### src/hdl/rsm_pkg.sv
// Package for the random sample multiset: widths, command and status codes,
// controller states. No dependencies.
`timescale 1ns / 1ps
`default_nettype none
package rsm_pkg;

	localparam int DATA_W       = 32;
	localparam int KIND_W       = 2;
	localparam int STAT_W       = 2;
	localparam int CAPACITY_DEF = 64;

	localparam logic [KIND_W-1:0] KIND_INSERT = 2'd0;
	localparam logic [KIND_W-1:0] KIND_REMOVE = 2'd1;
	localparam logic [KIND_W-1:0] KIND_SAMPLE = 2'd2;

	localparam logic [STAT_W-1:0] STAT_DONE  = 2'd0;
	localparam logic [STAT_W-1:0] STAT_FULL  = 2'd1;
	localparam logic [STAT_W-1:0] STAT_EMPTY = 2'd2;

	typedef enum logic [2:0] {
		S_IDLE,
		S_SCAN,
		S_REM_RD,
		S_REM_WR,
		S_DIV,
		S_SMP_WR,
		S_RESP
	} state_t;

endpackage
`default_nettype wire

### src/hdl/rsm_req_if.sv
// Request channel of the random sample multiset.
// Depends on rsm_pkg.
`timescale 1ns / 1ps
`default_nettype none
interface rsm_req_if import rsm_pkg::*; ();
	logic                     valid;
	logic                     ready;
	logic [KIND_W-1:0]        kind;
	logic signed [DATA_W-1:0] value;
	logic [DATA_W-1:0]        rand_word;

	modport source(output valid, kind, value, rand_word, input ready);
	modport sink(input valid, kind, value, rand_word, output ready);
endinterface
`default_nettype wire

### src/hdl/rsm_rsp_if.sv
// Response channel of the random sample multiset.
// Depends on rsm_pkg.
`timescale 1ns / 1ps
`default_nettype none
interface rsm_rsp_if import rsm_pkg::*; ();
	logic                     valid;
	logic                     ready;
	logic                     answer;
	logic signed [DATA_W-1:0] sample_value;
	logic [STAT_W-1:0]        status;

	modport source(output valid, answer, sample_value, status, input ready);
	modport sink(input valid, answer, sample_value, status, output ready);
endinterface
`default_nettype wire

### src/hdl/rsm_ram.sv
// Generic simple dual-port RAM, one write port, one registered read port.
// No dependencies.
`timescale 1ns / 1ps
`default_nettype none
module rsm_ram #(
	parameter int WIDTH = 8,
	parameter int DEPTH = 16
) (
	input  wire logic                     clk,
	input  wire logic                     we,
	input  wire logic [$clog2(DEPTH)-1:0] waddr,
	input  wire logic [WIDTH-1:0]         wdata,
	input  wire logic [$clog2(DEPTH)-1:0] raddr,
	output logic      [WIDTH-1:0]         rdata
);

	logic [WIDTH-1:0] mem [DEPTH];

	always_ff @(posedge clk) begin
		if (we) begin
			mem[waddr] <= wdata;
		end
		rdata <= mem[raddr];
	end

endmodule
`default_nettype wire

### src/hdl/rsm_divider.sv
// Bit-serial restoring remainder unit: dividend modulo divisor, one bit a cycle.
// Depends on rsm_pkg.
`timescale 1ns / 1ps
`default_nettype none
module rsm_divider import rsm_pkg::*; #(
	parameter int VW = 7
) (
	input  wire logic              clk,
	input  wire logic              arst_n,
	input  wire logic              start,
	input  wire logic [DATA_W-1:0] dividend,
	input  wire logic [VW-1:0]     divisor,
	output logic                   done,
	output logic      [VW-1:0]     remainder
);

	localparam int SW = $clog2(DATA_W);

	logic              busy_q;
	logic [SW-1:0]     cnt_q;
	logic [DATA_W-1:0] dvd_q;
	logic [VW-1:0]     dvs_q;
	logic [VW-1:0]     rem_q;
	logic [VW:0]       trial;
	logic              fits;

	assign trial = {rem_q, dvd_q[DATA_W-1]};
	assign fits  = trial >= {1'b0, dvs_q};

	always_ff @(posedge clk or negedge arst_n) begin
		if (!arst_n) begin
			busy_q <= 1'b0;
			done   <= 1'b0;
			cnt_q  <= '0;
		end else begin
			done <= 1'b0;
			if (start) begin
				busy_q <= 1'b1;
				cnt_q  <= '0;
			end else if (busy_q) begin
				cnt_q <= cnt_q + 1'b1;
				if (cnt_q == SW'(DATA_W - 1)) begin
					busy_q <= 1'b0;
					done   <= 1'b1;
				end
			end
		end
	end

	always_ff @(posedge clk) begin
		if (start) begin
			dvd_q <= dividend;
			dvs_q <= divisor;
			rem_q <= '0;
		end else if (busy_q) begin
			dvd_q <= {dvd_q[DATA_W-2:0], 1'b0};
			rem_q <= fits ? VW'(trial - {1'b0, dvs_q}) : trial[VW-1:0];
		end
	end

	assign remainder = rem_q;

endmodule
`default_nettype wire

### src/hdl/random_sample_multiset.sv
// Random sample multiset: request channel in, one response word per request out.
// Slot memory is rsm_ram, sampling index from rsm_divider; depends on rsm_pkg
// and the rsm_req_if / rsm_rsp_if interfaces.
//
// Usage: a request word carries kind (insert, remove, sample), value and rand_word.
// Each request yields exactly one response word (answer, sample_value, status).
// Requests are handled one at a time; req.ready is high only while the
// controller is idle. The response sits in an output register, so the next
// request is taken while a response still waits on rsp.ready.
// Flow, with n the element count at the start of the request:
//   insert: scans all n slots, then writes slot n (full store: no scan)
//   remove: scans all n slots; if found, copies the last slot over the hit
//   sample: reads slot rand_word mod n (empty store, other codes: no read)
// The scans read one slot per cycle through the single read port of the
// slot memory; sampling waits on the bit-serial remainder unit.
// Reset clears the element count and the controller; slot memory
// is not cleared, as only occupied slots are ever read. When the receiver
// stalls, a finished response holds in the output register and the
// controller waits in its response state until the register frees.
`timescale 1ns / 1ps
`default_nettype none
module random_sample_multiset import rsm_pkg::*; #(
	parameter int CAPACITY = CAPACITY_DEF
) (
	input wire logic   clk,
	input wire logic   arst_n,
	rsm_req_if.sink    req,
	rsm_rsp_if.source  rsp
);

	localparam int AW = $clog2(CAPACITY);
	localparam int CW = $clog2(CAPACITY + 1);
	localparam int MW = DATA_W + AW;

	state_t state_q, state_d;

	logic [CW-1:0]     count_q;
	logic [CW-1:0]     scan_idx_q;
	logic [CW-1:0]     copies_q;
	logic [AW-1:0]     max_rank_q;
	logic [AW-1:0]     hit_q;
	logic              rd_vld_s1;
	logic [AW-1:0]     rd_idx_s1;
	logic [KIND_W-1:0] kind_q;
	logic [DATA_W-1:0] value_q;

	logic              res_ans_q;
	logic [DATA_W-1:0] res_smp_q;
	logic [STAT_W-1:0] res_stat_q;

	logic              rsp_vld_q;
	logic              rsp_ans_q;
	logic [DATA_W-1:0] rsp_smp_q;
	logic [STAT_W-1:0] rsp_stat_q;

	logic              we;
	logic [AW-1:0]     waddr;
	logic [MW-1:0]     wdata;
	logic [AW-1:0]     raddr;
	logic [MW-1:0]     rdata;
	logic              issue;
	logic              scan_end;
	logic              accept;
	logic              full;
	logic              div_start;
	logic              div_done;
	logic [CW-1:0]     div_rem;
	logic              rsp_free;
	logic              rd_match;

	rsm_ram #(.WIDTH(MW), .DEPTH(CAPACITY)) u_ram (
		.clk  (clk),
		.we   (we),
		.waddr(waddr),
		.wdata(wdata),
		.raddr(raddr),
		.rdata(rdata)
	);

	rsm_divider #(.VW(CW)) u_div (
		.clk      (clk),
		.arst_n   (arst_n),
		.start    (div_start),
		.dividend (req.rand_word),
		.divisor  (count_q),
		.done     (div_done),
		.remainder(div_rem)
	);

	assign accept   = req.valid && req.ready;
	assign full     = count_q == CW'(CAPACITY);
	assign issue    = (state_q == S_SCAN) && (scan_idx_q < count_q);
	assign scan_end = (state_q == S_SCAN) && (scan_idx_q == count_q) && !rd_vld_s1;
	assign rsp_free = !rsp_vld_q || rsp.ready;
	assign rd_match = rd_vld_s1 && (rdata[MW-1:AW] == value_q);

	always_ff @(posedge clk or negedge arst_n) begin
		if (!arst_n) begin
			state_q <= S_IDLE;
		end else begin
			state_q <= state_d;
		end
	end

	always_comb begin
		state_d   = state_q;
		req.ready = 1'b0;
		we        = 1'b0;
		waddr     = hit_q;
		wdata     = rdata;
		raddr     = scan_idx_q[AW-1:0];
		div_start = 1'b0;
		case (state_q)
			S_IDLE: begin
				req.ready = 1'b1;
				if (req.valid) begin
					case (req.kind)
						KIND_INSERT: state_d = full ? S_RESP : S_SCAN;
						KIND_REMOVE: state_d = S_SCAN;
						KIND_SAMPLE: begin
							if (count_q == '0) begin
								state_d = S_RESP;
							end else begin
								div_start = 1'b1;
								state_d   = S_DIV;
							end
						end
						default: state_d = S_RESP;
					endcase
				end
			end
			S_SCAN: begin
				if (scan_end) begin
					if (kind_q == KIND_INSERT) begin
						we      = 1'b1;
						waddr   = count_q[AW-1:0];
						wdata   = {value_q, copies_q[AW-1:0]};
						state_d = S_RESP;
					end else begin
						state_d = (copies_q == '0) ? S_RESP : S_REM_RD;
					end
				end
			end
			S_REM_RD: begin
				raddr   = AW'(count_q - 1'b1);
				state_d = S_REM_WR;
			end
			S_REM_WR: begin
				we      = 1'b1;
				state_d = S_RESP;
			end
			S_DIV: begin
				if (div_done) begin
					raddr   = div_rem[AW-1:0];
					state_d = S_SMP_WR;
				end
			end
			S_SMP_WR: state_d = S_RESP;
			S_RESP: begin
				if (rsp_free) begin
					state_d = S_IDLE;
				end
			end
			default: state_d = S_IDLE;
		endcase
	end

	always_ff @(posedge clk or negedge arst_n) begin
		if (!arst_n) begin
			count_q   <= '0;
			rd_vld_s1 <= 1'b0;
			rsp_vld_q <= 1'b0;
		end else begin
			rd_vld_s1 <= issue;
			if (scan_end && kind_q == KIND_INSERT) begin
				count_q <= count_q + 1'b1;
			end else if (state_q == S_REM_WR) begin
				count_q <= count_q - 1'b1;
			end
			if (state_q == S_RESP && rsp_free) begin
				rsp_vld_q <= 1'b1;
			end else if (rsp.ready) begin
				rsp_vld_q <= 1'b0;
			end
		end
	end

	always_ff @(posedge clk) begin
		rd_idx_s1 <= scan_idx_q[AW-1:0];
		if (issue) begin
			scan_idx_q <= scan_idx_q + 1'b1;
		end
		if (rd_match) begin
			copies_q <= copies_q + 1'b1;
			if (copies_q == '0 || rdata[AW-1:0] > max_rank_q) begin
				max_rank_q <= rdata[AW-1:0];
				hit_q      <= rd_idx_s1;
			end
		end
		if (accept) begin
			kind_q     <= req.kind;
			value_q    <= req.value;
			scan_idx_q <= '0;
			copies_q   <= '0;
			res_ans_q  <= 1'b0;
			res_smp_q  <= '0;
			if (req.kind == KIND_INSERT && full) begin
				res_stat_q <= STAT_FULL;
			end else if (req.kind == KIND_SAMPLE && count_q == '0) begin
				res_stat_q <= STAT_EMPTY;
			end else begin
				res_stat_q <= STAT_DONE;
			end
		end
		if (scan_end && kind_q == KIND_INSERT) begin
			res_ans_q <= copies_q == '0;
		end
		if (state_q == S_REM_WR) begin
			res_ans_q <= 1'b1;
		end
		if (state_q == S_SMP_WR) begin
			res_smp_q <= rdata[MW-1:AW];
		end
		if (state_q == S_RESP && rsp_free) begin
			rsp_ans_q  <= res_ans_q;
			rsp_smp_q  <= res_smp_q;
			rsp_stat_q <= res_stat_q;
		end
	end

	assign rsp.valid        = rsp_vld_q;
	assign rsp.answer       = rsp_ans_q;
	assign rsp.sample_value = rsp_smp_q;
	assign rsp.status       = rsp_stat_q;

endmodule
`default_nettype wire

### src/flat_wrapper.sv
// flat-port wrapper written by rule: the top's interface ports become plain ports
module random_sample_multiset_flat import rsm_pkg::*;
#(
	parameter int CAPACITY = CAPACITY_DEF
)
  (clk, arst_n, req_valid, req_kind, req_value, req_rand_word, req_ready, rsp_valid, rsp_answer, rsp_sample_value, rsp_status, rsp_ready);
  rsm_req_if req_i ();
  rsm_rsp_if rsp_i ();
  input wire logic clk;
  input wire logic arst_n;
  input wire logic [$bits(req_i.valid)-1:0] req_valid;
  input wire logic [$bits(req_i.kind)-1:0] req_kind;
  input wire logic [$bits(req_i.value)-1:0] req_value;
  input wire logic [$bits(req_i.rand_word)-1:0] req_rand_word;
  output wire logic [$bits(req_i.ready)-1:0] req_ready;
  output wire logic [$bits(rsp_i.valid)-1:0] rsp_valid;
  output wire logic [$bits(rsp_i.answer)-1:0] rsp_answer;
  output wire logic [$bits(rsp_i.sample_value)-1:0] rsp_sample_value;
  output wire logic [$bits(rsp_i.status)-1:0] rsp_status;
  input wire logic [$bits(rsp_i.ready)-1:0] rsp_ready;
  assign req_i.valid = req_valid;
  assign req_i.kind = req_kind;
  assign req_i.value = req_value;
  assign req_i.rand_word = req_rand_word;
  assign req_ready = req_i.ready;
  assign rsp_valid = rsp_i.valid;
  assign rsp_answer = rsp_i.answer;
  assign rsp_sample_value = rsp_i.sample_value;
  assign rsp_status = rsp_i.status;
  assign rsp_i.ready = rsp_ready;
  random_sample_multiset #(.CAPACITY(CAPACITY)) u_core (.clk(clk), .arst_n(arst_n), .req(req_i), .rsp(rsp_i));
endmodule
### config.mk
export PLATFORM = sky130hd
export DESIGN_NAME = random_sample_multiset_flat
export DESIGN_NICKNAME = d
export VERILOG_FILES = /design/src/hdl/rsm_pkg.sv /design/src/hdl/rsm_req_if.sv /design/src/hdl/rsm_rsp_if.sv /design/src/hdl/rsm_ram.sv /design/src/hdl/rsm_divider.sv /design/src/hdl/random_sample_multiset.sv /design/src/flat_wrapper.sv
export SDC_FILE = /design/constraint.sdc
export NUM_CORES = 2
export LEC_CHECK = 0
export BUFFER_PORTS_ARGS = -buffer_cell sky130_fd_sc_hd__buf_2
export CAP_MARGIN = 0
export CELL_PAD_IN_SITES_DETAIL_PLACEMENT = 1
export CELL_PAD_IN_SITES_GLOBAL_PLACEMENT = 1
export CORE_MARGIN = 1
export CORE_UTILIZATION = 30
export CTS_CLUSTER_DIAMETER = 100
export DETAILED_ROUTE_END_ITERATION = 7
export MAX_ROUTING_LAYER = met4
export PLACE_DENSITY = 0.49
export REMOVE_ABC_BUFFERS = 1
export SYNTH_ARGS = -nofsm -noshare
export SYNTH_HDL_FRONTEND = slang
export SYNTH_SLANG_ARGS = --single-unit
### constraint.sdc
create_clock -name clk -period 6 [get_ports clk]
set_clock_uncertainty 0.05 [all_clocks]
set_input_delay 0.6 -clock clk [delete_from_list [all_inputs] [get_ports clk]]
set_output_delay 0.6 -clock clk [all_outputs]
set_load 0.01 [all_outputs]
==> impl_metrics.yaml <==
placed_design:
  hpwl_um: 226000
  io_buffer_count: 106
  place_congestion: 0.814
  place_ws_ns: 0.689
detailed_routing:
  dr.pass1.iters: 5
  num_vias: 65400
  drcViolationCount: 0
  vias_per_cell: 5.20
  detail_route.wl_per_cell_um: 29.5
  wl_um: 372000
  final_antenna_net_count: 0
  drtIter0Drc: 5401
clocking:
  numCtsBuffers: 306
  clockRootBuffer: "clkbuf_16"
  post_cts_resized: 0
  insertion_delay_ns: 0.91
  clockBufferDepth: 4
  post-cts-setup-buffers: 0
  cts_htree_levels: 5
  tritoncts: "built"
  clk_pin_slew_ns: 0.06
  cts.sink_count: 2671
sta:
  maxSlewHeadroom: 0.137
  period_share: 0.899
  final_hold_viol_count: 0
  setup_viol: 0
  worst_pin_slew_ns: 1.29
  max_freq_ghz: 0.185
  drv_slew: 0
  setup_ws_ns: 0.606
  grt_setup_unrepaired: "false"
  period_minus_slack_ns: 5.39
yosys:
  syn_avg_cell_area_um2: 14.1
  ys_seq_area_frac: 0.761
  ys_types: 76
  syn_inst: 7391
  ys.warnings.count: 0
  yosys-top-cells-area: "edfxtp_1 74%, nand2_1 6.6%, nand3_1 3.2%"
  synth_top_area_share: 0.743
  synth-edff-count: 2586
  yosysTopAreaCell: "edfxtp_1"
  synth-seq-cells: 2671
  synth-async-reset-ratio: 0.00711
  synth_area_um2: 104000
  synth_ff_type: "edfxtp_1"
setup_path:
  crit_type: "reg -> reg"
  start_kind: "flip-flop"
  worstPathRequired_ns: 6.53
  rr_startpoint: "u_core.count_q[2]"
  regToRegSetupSlack_ns: 0.61
  critPathMaxFanout: 16
  reg2regPathDepth: 9
  r2r_end: "u_core.u_ram.mem[62][9]"
  setup.worst_path.end_class: "flip-flop"
  crit_path_start: "u_core.count_q[2]"
  critPathArrivalTime_ns: 5.93
grt:
  overflow: 0
  grt_max_degree: 109
  grt_pass1_wl_um: 525000
  antenna_found_initial: 16
  grt_pass1_vias: 67400
  grt_use_total: 0.215
floorplanning:
  die_h_um: 592
  core.rowCount: 216
  start_util: 0.302
  ioPinCount: 107
  core_area_um2: 346000
  die_w_um: 592
  die-area_um2: 351000
finish:
  fin_nets: 7845
  layout-drive-gt1-share: 0.133
  final_cell_mix: "2,586 x edfxtp_1, 1,838 x nand2_1, 655 x nand3_1"
  layout_commonest_cell: "edfxtp_1"
  nFillCells: 35600
  area_growth_pct: 18.5
min_path:
  whs_path_depth: 1
  min_from: "req_value[8]"
  holdPathEnd: "u_core.value_q[8]"
  hp-class: "in -> reg"
power_and_ir_drop:
  power.density_nw_per_um2: 579
  finalPower_mw: 71.6
  ir_drop_uv: 540
  power.leakage_nw: 41.0
flow_run:
  max-cap-violations: 0
status:
  status: "finished clean"
[synth_stat cells, types with 35 or more instances]
cell type     n
a211oi_1    110
mux2_2       63
and3_1      147
buf_2       117
a32oi_1     139
nand4_1      75
inv_1        35
nor4_1       73
dfxtp_1      66
nor2_1      130
and2_1       36
buf_1        67
edfxtp_1   2586
o2111ai_1    35
mux2i_1     195
nand3_1     659
a21oi_1     153
o22ai_1      47
nand2_1    1847
clkbuf_1    266
a31oi_1     222
[how the worst max path moves through the flow]
stage                               end  slack (ns)
2_1_floorplan    u_core.u_ram.rdata[22]      -25.03
3_3_place_gp   u_core.u_ram.mem[62][25]        0.59
3_5_place_dp   u_core.u_ram.mem[62][25]        0.69
4_1_cts        u_core.u_ram.mem[62][14]        0.69
5_1_grt        u_core.u_ram.mem[62][37]        0.32
6_report        u_core.u_ram.mem[62][9]        0.61
[sequential cells by signal, summed over array words and instances (netlist names), 7 cells and up]
register,cells
u_core.u_div.dvd_q,32
u_core.res_smp_q,32
u_core.scan_idx_q,7
u_core.u_ram.rdata,38
u_core.value_q,32
u_core.copies_q,7
u_core.u_div.remainder,7
u_core.u_ram.mem,2432
u_core.count_q,7
u_core.rsp.sample_value,32
u_core.u_div.dvs_q,7
[worst max-delay path, cell delays in order (launching register included)]
cell     delay (ns)
dfrtp_1        0.64
inv_1          0.21
ha_1           0.37
nand4_1        0.18
nor2_1         0.24
nand4_1        0.64
o21ai_0        0.85
nand2_1        0.73
nor2_4         0.71
buf_4          0.40
[report_power, final]
part | switching, mW | leakage (nW) | internal [mW]
registers | 0.605 | 24.0 | 23.8
clock network | 7.74 | 4.76 | 10.7
logic | 21.2 | 12.3 | 7.60
total | 29.5 | 41.0 | 42.2
[what timing repair did]
item	in CTS	in global routing
hold endpoints to repair	86	0
endpoints found under the setup margin	0	0
hold buffers	67	0
[area by class of cell]
| cell class | count | area, um2 | share of cell area |
|---|---|---|---|
| antenna | 18 | 45.0 | 0.000364 |
| clock buffer | 412 | 8400 | 0.0678 |
| clock inverter | 143 | 1320 | 0.0107 |
| inverter | 36 | 135 | 0.00109 |
| multi-input combinational | 4218 | 23600 | 0.191 |
| sequential | 2671 | 79500 | 0.642 |
| tap | 4578 | 5730 | 0.0463 |
| timing repair buffer | 513 | 5120 | 0.0413 |
[metrics by stage]
| stage | TNS (ns) | hold WS (ns) | std cells | cell area [um2] | utilization |
|---|---|---|---|---|---|
| floorplan | -973.48 | 0.254 | 6925 | 102000 | - |
| global placement | 0 | 0.354 | 11900 | 113000 | 0.327 |
| detailed placement | 0 | 0.343 | 11900 | 113000 | 0.327 |
| CTS | 0 | 0.00543 | 12600 | 124000 | 0.357 |
| global route | 0 | 0.0455 | 12600 | 124000 | 0.358 |
| finish | 0 | 0.0867 | 12600 | 124000 | 0.358 |
[per-layer routing]
metal	vias to the layer above	share of wire	global-route usage
met5	-	0	-
met4	0	0.029	0.0618
met3	482	0.042	0.0227
met2	1586	0.48	0.345
met1	34800	0.45	0.289
li1	28600	-	-
[kinds of logic after synthesis]
kind of cell / Yosys count / synth area share
fa+ha+maj: 29 / 0.00355
mux: 280 / 0.0302
simple gates: 3037 / 0.127
buf+inv: 502 / 0.0201
flops: 2671 / 0.761
compound gates: 814 / 0.0535
xor+xnor: 58 / 0.00486
Note: power is estimated with default switching activity, not from simulation.
